File: config.mk
export PLATFORM = sky130hd
export DESIGN_NAME = lzrk_cfg
export DESIGN_NICKNAME = d
export VERILOG_FILES = /design/src/rtl/lzrk_pkg.sv /design/src/rtl/lzrk_cfg.sv
export SDC_FILE = /design/constraint.sdc
export NUM_CORES = 1
export LEC_CHECK = 0
export ABC_AREA = 1
export BUFFER_PORTS_ARGS = -buffer_cell sky130_fd_sc_hd__buf_2
export CAP_MARGIN = 5
export CELL_PAD_IN_SITES_DETAIL_PLACEMENT = 1
export CELL_PAD_IN_SITES_GLOBAL_PLACEMENT = 1
export CORE_MARGIN = 2
export CORE_UTILIZATION = 40
export CTS_CLUSTER_DIAMETER = 50
export CTS_CLUSTER_SIZE = 16
export DETAILED_ROUTE_END_ITERATION = 8
export PLACE_DENSITY = 0.81
export SYNTH_ARGS = -nofsm -noshare
export SYNTH_HDL_FRONTEND = slang
export SYNTH_SLANG_ARGS = --single-unit
File: constraint.sdc
create_clock -name clk -period 4.8 [get_ports clk]
set_input_delay 0.48 -clock clk [delete_from_list [all_inputs] [get_ports clk]]
set_output_delay 0.48 -clock clk [all_outputs]
set_load 0.02 [all_outputs]
File: src/rtl/lzrk_pkg.sv
// ----------------------------------------------------------------------------
// lzrk_pkg
// shared widths, codes and types of the landau-zener rk4 step pipeline
// ----------------------------------------------------------------------------
package lzrk_pkg;

  localparam int WORD_W        = 32;
  localparam int AMP_WIDTH_DEF = 32;
  localparam int AMP_W_MIN     = 16;
  localparam int AMP_W_MAX     = 32;
  localparam int K_W           = 42;  // stage derivative width
  localparam int SUM_W         = 45;  // k1 + 2k2 + 2k3 + k4
  localparam int MUL_W         = 34;  // step weight width (h or h/6 in q0.35)
  localparam int SLOPE_W       = 48;
  localparam int CFG_W         = 48;
  localparam int CIDX_W        = 2;
  localparam int IN_W          = 224;
  localparam int OUT_W         = 160;

  typedef enum logic [CIDX_W-1:0] {
    REG_COUPLING    = 2'd0,
    REG_FIELD_START = 2'd1,
    REG_FIELD_SLOPE = 2'd2,
    REG_STEP_SIZE   = 2'd3
  } cfg_reg_t;

  typedef logic signed [WORD_W-1:0] word_t;
  typedef word_t [3:0]              amp4_t;
  typedef logic signed [K_W-1:0]    kval_t;
  typedef kval_t [3:0]              k4_t;
  typedef logic signed [SUM_W-1:0]  sval_t;
  typedef sval_t [3:0]              s4_t;

  typedef struct packed {
    word_t              coupling;
    word_t              field_start;
    logic               neg;
    logic [SLOPE_W-1:0] slope_mag;
    logic [WORD_W-1:0]  h;
    logic [MUL_W-1:0]   h6;
  } cfg_t;

  typedef struct packed {
    amp4_t             a;
    word_t             cs;
    word_t             sn;
    logic [WORD_W-1:0] step;
    word_t             s;
    word_t             g0;
    word_t             g1;
    word_t             g2;
    k4_t               k1;
    k4_t               k2;
    k4_t               k3;
    k4_t               k4;
    amp4_t             st;
    s4_t               sum;
    amp4_t             res;
    logic              ovf;
  } ctx_t;

endpackage

File: src/rtl/lzrk_cfg.sv
// ----------------------------------------------------------------------------
// lzrk_cfg
// configuration registers and the values derived from them (|slope|, h/6)
// ----------------------------------------------------------------------------
module lzrk_cfg import lzrk_pkg::*; (
  input  logic              clk,
  input  logic              rst_n,
  input  logic              cfg_we,
  input  logic [CIDX_W-1:0] cfg_index,
  input  logic [CFG_W-1:0]  cfg_data,
  output cfg_t              cfg
);

  // ceil(2^36 / 3)
  localparam logic [34:0] RECIP3 = 35'h5_5555_5556;

  logic [WORD_W-1:0]  coupling_r;
  logic [WORD_W-1:0]  field_start_r;
  logic [SLOPE_W-1:0] slope_r;
  logic [WORD_W-1:0]  step_size_r;
  logic [MUL_W-1:0]   x4h;
  logic [51:0]        ph_nxt, pl_nxt, ph_r, pl_r;
  logic [69:0]        prod;
  logic [MUL_W-1:0]   h6_r;

  always_ff @(posedge clk) begin
    if (!rst_n) begin
      coupling_r    <= 32'd16777216;
      field_start_r <= 32'd8388608;
      slope_r       <= '0;
      step_size_r   <= 32'd4294967;
    end else if (cfg_we) begin
      unique case (cfg_reg_t'(cfg_index))
        REG_COUPLING:    coupling_r    <= cfg_data[WORD_W-1:0];
        REG_FIELD_START: field_start_r <= cfg_data[WORD_W-1:0];
        REG_FIELD_SLOPE: slope_r       <= cfg_data[SLOPE_W-1:0];
        REG_STEP_SIZE:   step_size_r   <= cfg_data[WORD_W-1:0];
        default:         slope_r       <= slope_r;
      endcase
    end
  end

  // h/6 in q0.35 = floor((4h + 1) / 3), reciprocal multiply in two halves
  assign x4h    = {step_size_r, 2'b00} + MUL_W'(1);
  assign ph_nxt = 52'(x4h[33:17]) * 52'(RECIP3);
  assign pl_nxt = 52'(x4h[16:0]) * 52'(RECIP3);
  assign prod   = 70'({ph_r, 17'd0}) + 70'(pl_r);

  always_ff @(posedge clk) begin
    ph_r <= ph_nxt;
    pl_r <= pl_nxt;
    h6_r <= prod[69:36];
  end

  assign cfg.coupling    = coupling_r;
  assign cfg.field_start = field_start_r;
  assign cfg.neg         = slope_r[SLOPE_W-1];
  assign cfg.slope_mag   = slope_r[SLOPE_W-1] ? (~slope_r + SLOPE_W'(1)) : slope_r;
  assign cfg.h           = step_size_r;
  assign cfg.h6          = h6_r;

endmodule

==> metrics.md <==
| Metric | Value |
|---|---|
| PnR worst setup slack | -492 ps |
| GRT Total Usage | 29.3% |
| Worst hold start | cfg_data[8] |
| Mapped Avg Cell Area | approximately 7.1 sq um |
| Worst hold margin | 190 ps |
| Async S/R FF share, synth | 0% |
| Clock transition at the registers of the reported paths | ~70 ps |
| DPL Wire Length | between 70 and 80 mm |
| Syn Std Cell Area | about 24000 sq um |
| Die H | about 250 um |
| Post-synth EDFFs | 0 |
| Residual DRC | 0 |
| Final Skew | 27.0 ps |
| Final WL | 106 mm |
| TritonCTS clock tree | yes |
| Ranking of synthesized cells by area | dfxtp_1 (22%), fa_1 (15%), ha_1 (15%) |
| Root Driver | clkbuf_16 |
| CTS Hold Buffers Added | 0 |
| Core Region | roughly 60000 sq um |
| Top cells by count, synth | nand2_1 (743), inv_1 (613), nor2_1 (401) |
| Pre-antenna DRT Iters | 5 |
| Starting Density | 40.5% |
| Seq/Total Area, Yosys | between 20% and 30% |
| Die area | 61900 sq um |
| Startpoint Class | register |
| Worst slack at placement | -471 ps |
| Setup violators final | around 70 |
| Main synth FF type | dfxtp_1 |
| Final ANT Viol Nets | 0 |
| FMAX | between 150 and 200 MHz |
| Yosys reg bits | ~260 |
| CTS sink count | roughly 260 |
| CP bufs+invs | 7 |
| Largest stage delay, worst path | about 670 ps |
| Row count | ~90 |
| Setup tns final | -20230 ps |
| Io pins | approximately 230 |
| Slowest CP cell | fa_2 |
| Vias per Instance | roughly 5.5 |
| Number of port buffers | around 230 |
| RSZ-0062 raised after global routing | true |
| Total grt overflow | 0 |
| Synthesized instance count | around 3400 |
| Largest net degree at the start of global routing | roughly 110 |
| CP endpoint kind | register |
| Cell count of the worst hold path | 3 |
| R2r setup slk | -490 ps |
| Critical path required time | approximately 5300 ps |
| CP cell instances | ha_1 > ha_1 > inv_2 > fa_2 > fa_2 > inv_2 > fa_1 > inv_1 > fa_1 > inv_2 > ha_4 > buf_6 > nand2_4 > inv_4 > nand2_4 > buf_4 > nor2_1 > nor2_1 > nand2_2 > xor2_2 |
| Synth unique cells | 45 |
| CP arrival | roughly 5800 ps |
| H-tree Lvls | 2 |
| Routed WL per cell | about 23 um |
| Final Max Tran Viols | 0 |
| Violated checks | negative setup slack |
| Worst Setup Path Type | register to register |
| CP top delay family | adder cells |
| Tcrit/Tclk final | 110% |
| Ys Warns | 0 |
| Actual slew at the worst max-slew pin | 1220 ps |
| Most frequent cell on the critical path | inv_2 |
| First-pass GRT wire length | approximately 140 mm |
| Worst reg-to-reg path cell count | 20 |
| Final hold violations | 0 |
| Cts bufs inserted | 37 |
| Max-cap violations | 0 |
| Initial antenna violation count | 0 |
| RR Endpoint | ph_r[23] |
| Most common cell in the netlist | nand2_1 |
| Vias | around 26000 |
| Vias in the first global route | between 20000 and 30000 |
| Layout cell share with drive strength beyond 1 | between 20 and 30% |
| Clock buffer depth | 3 |
| Die W | 249 um |
| GP Congestion | about 0.95 |
| Crit Reg-Reg Startpoint | step_size_r[23] |
| Yosys top cell area share | a little over a fifth |
| Hold path endpoint | field_start_r[8] |
| Starting DRT DRC Count | around 1700 |
| Worst-Skew Late Latency | about 580 ps |
| Syn_nets | between 3000 and 4000 |
| Hold Path Class | input port to register |
| Slew headroom | between 10% and 20% |
| Diode count | 0 |
| Fin nets | ~4400 |
| Period minus WS final | between 5000 and 6000 ps |
| Area leader, netlist | dfxtp_1 |
| Worst-path maximum fanout | 4 |
| Status | complete, but fails checks |
| Layout area overhead | 33.1% |
-- layout make-up --
class / count / area (sq um)
Sequential cell: 263 / 5310
Inverter: 618 / 2340
Clock inverter: 29 / 398
Multi-Input combinational cell: 2415 / 18300
Fill cell: 7351 / 27200
Clock buffer: 38 / 930
Tap cell: 773 / 967
Timing Repair Buffer: 538 / 3660
-- cells by family after synthesis --
| group | count (synthesis) | synth area share (%) |
|---|---|---|
| compound gates | 436 | 9.63 |
| xor+xnor | 92 | 3.36 |
| fa+ha+maj | 456 | 29.4 |
| buf+inv | 677 | 10.8 |
| flops | 263 | 22.0 |
| simple gates | 1431 | 24.9 |
-- worst reg2reg max path, delay by kind of cell, from the launching register on --
| kind | cells | cell delay, ps |
|---|---|---|
| xor gates and xnor gates | 1 | 250 |
| adders and majority gates | 7 | 3260 |
| and+or+nand+nor | 5 | 560 |
| buffers and inverters | 7 | 810 |
| DFF | 1 | 350 |
-- timing repair --
action | 4_1_cts | 5_1_grt
buffers inserted | 20 | 32
setup endpoints to repair | 72 | 73
pin swaps | 124 | 147
hold endpoints to repair | 0 | 0
gates resized for setup | 254 | 293
-- state kept, by name, summed over array words and instances (netlist names) --
| name | count |
|---|---|
| ph_r | 51 |
| slope_r | 48 |
| h6_r | 34 |
| pl_r | 34 |
| coupling_r | 32 |
| field_start_r | 32 |
| step_size_r | 32 |
-- layout by cell type, fill, tap and decap left out, types with 13 or more instances in the layout --
master and instances:
nand2_1 631, inv_1 558, nor2_1 356, buf_4 267, dfxtp_1 242, buf_2 230, ha_1 229, o21ai_0 186
fa_1 153, a21oi_1 133, nand3_1 122, nand2_2 83, xor2_1 72, inv_2 52, nand4_1 45, ha_4 45
nand2_4 39, clkbuf_16 37, buf_6 35, a21oi_2 33, nor2_4 30, nor3_1 28, nand3_2 27, fa_2 25
nor2_2 22, o21ai_2 16, a21oi_4 15, o21bai_1 15, xor2_2 13, dfxtp_2 13
-- per-layer routing --
layer / up-vias / routed length [um] / global-route usage [%]
met3: 448 / 5680 / 3.98
met2: 1060 / 52600 / 52.1
met1: 12700 / 40700 / 35.7
met4: 0 / 7350 / 12.1
met5: - / 0 / 0
li1: 11600 / - / -
-- worst max path at each step --
stage                               start       end  slack, ps  cells after the start
final                     step_size_r[23]  ph_r[23]       -490                     20
after global routing       step_size_r[2]  pl_r[27]       -550                     21
after CTS                  step_size_r[2]  pl_r[33]       -110                     20
after detailed placement  step_size_r[31]  ph_r[26]       -470                     18
after global placement    step_size_r[19]  ph_r[49]       -210                     21
after floorplan           step_size_r[11]  pl_r[44]       -190                     20
-- through the flow --
stage | area (sq um) | util (%) | instances
6_report | 31900 | 53.9 | 4674
5_1_grt | 31900 | 53.9 | 4674
4_1_cts | 30500 | 51.6 | 4648
3_5_place_dp | 28000 | 47.4 | 4561
3_3_place_gp | 28000 | 47.4 | 4561
2_1_floorplan | 24200 | - | 3355
Power is not shown: default switching activity piles up to over one toggle a cycle in this logic, so the estimate is an artifact.
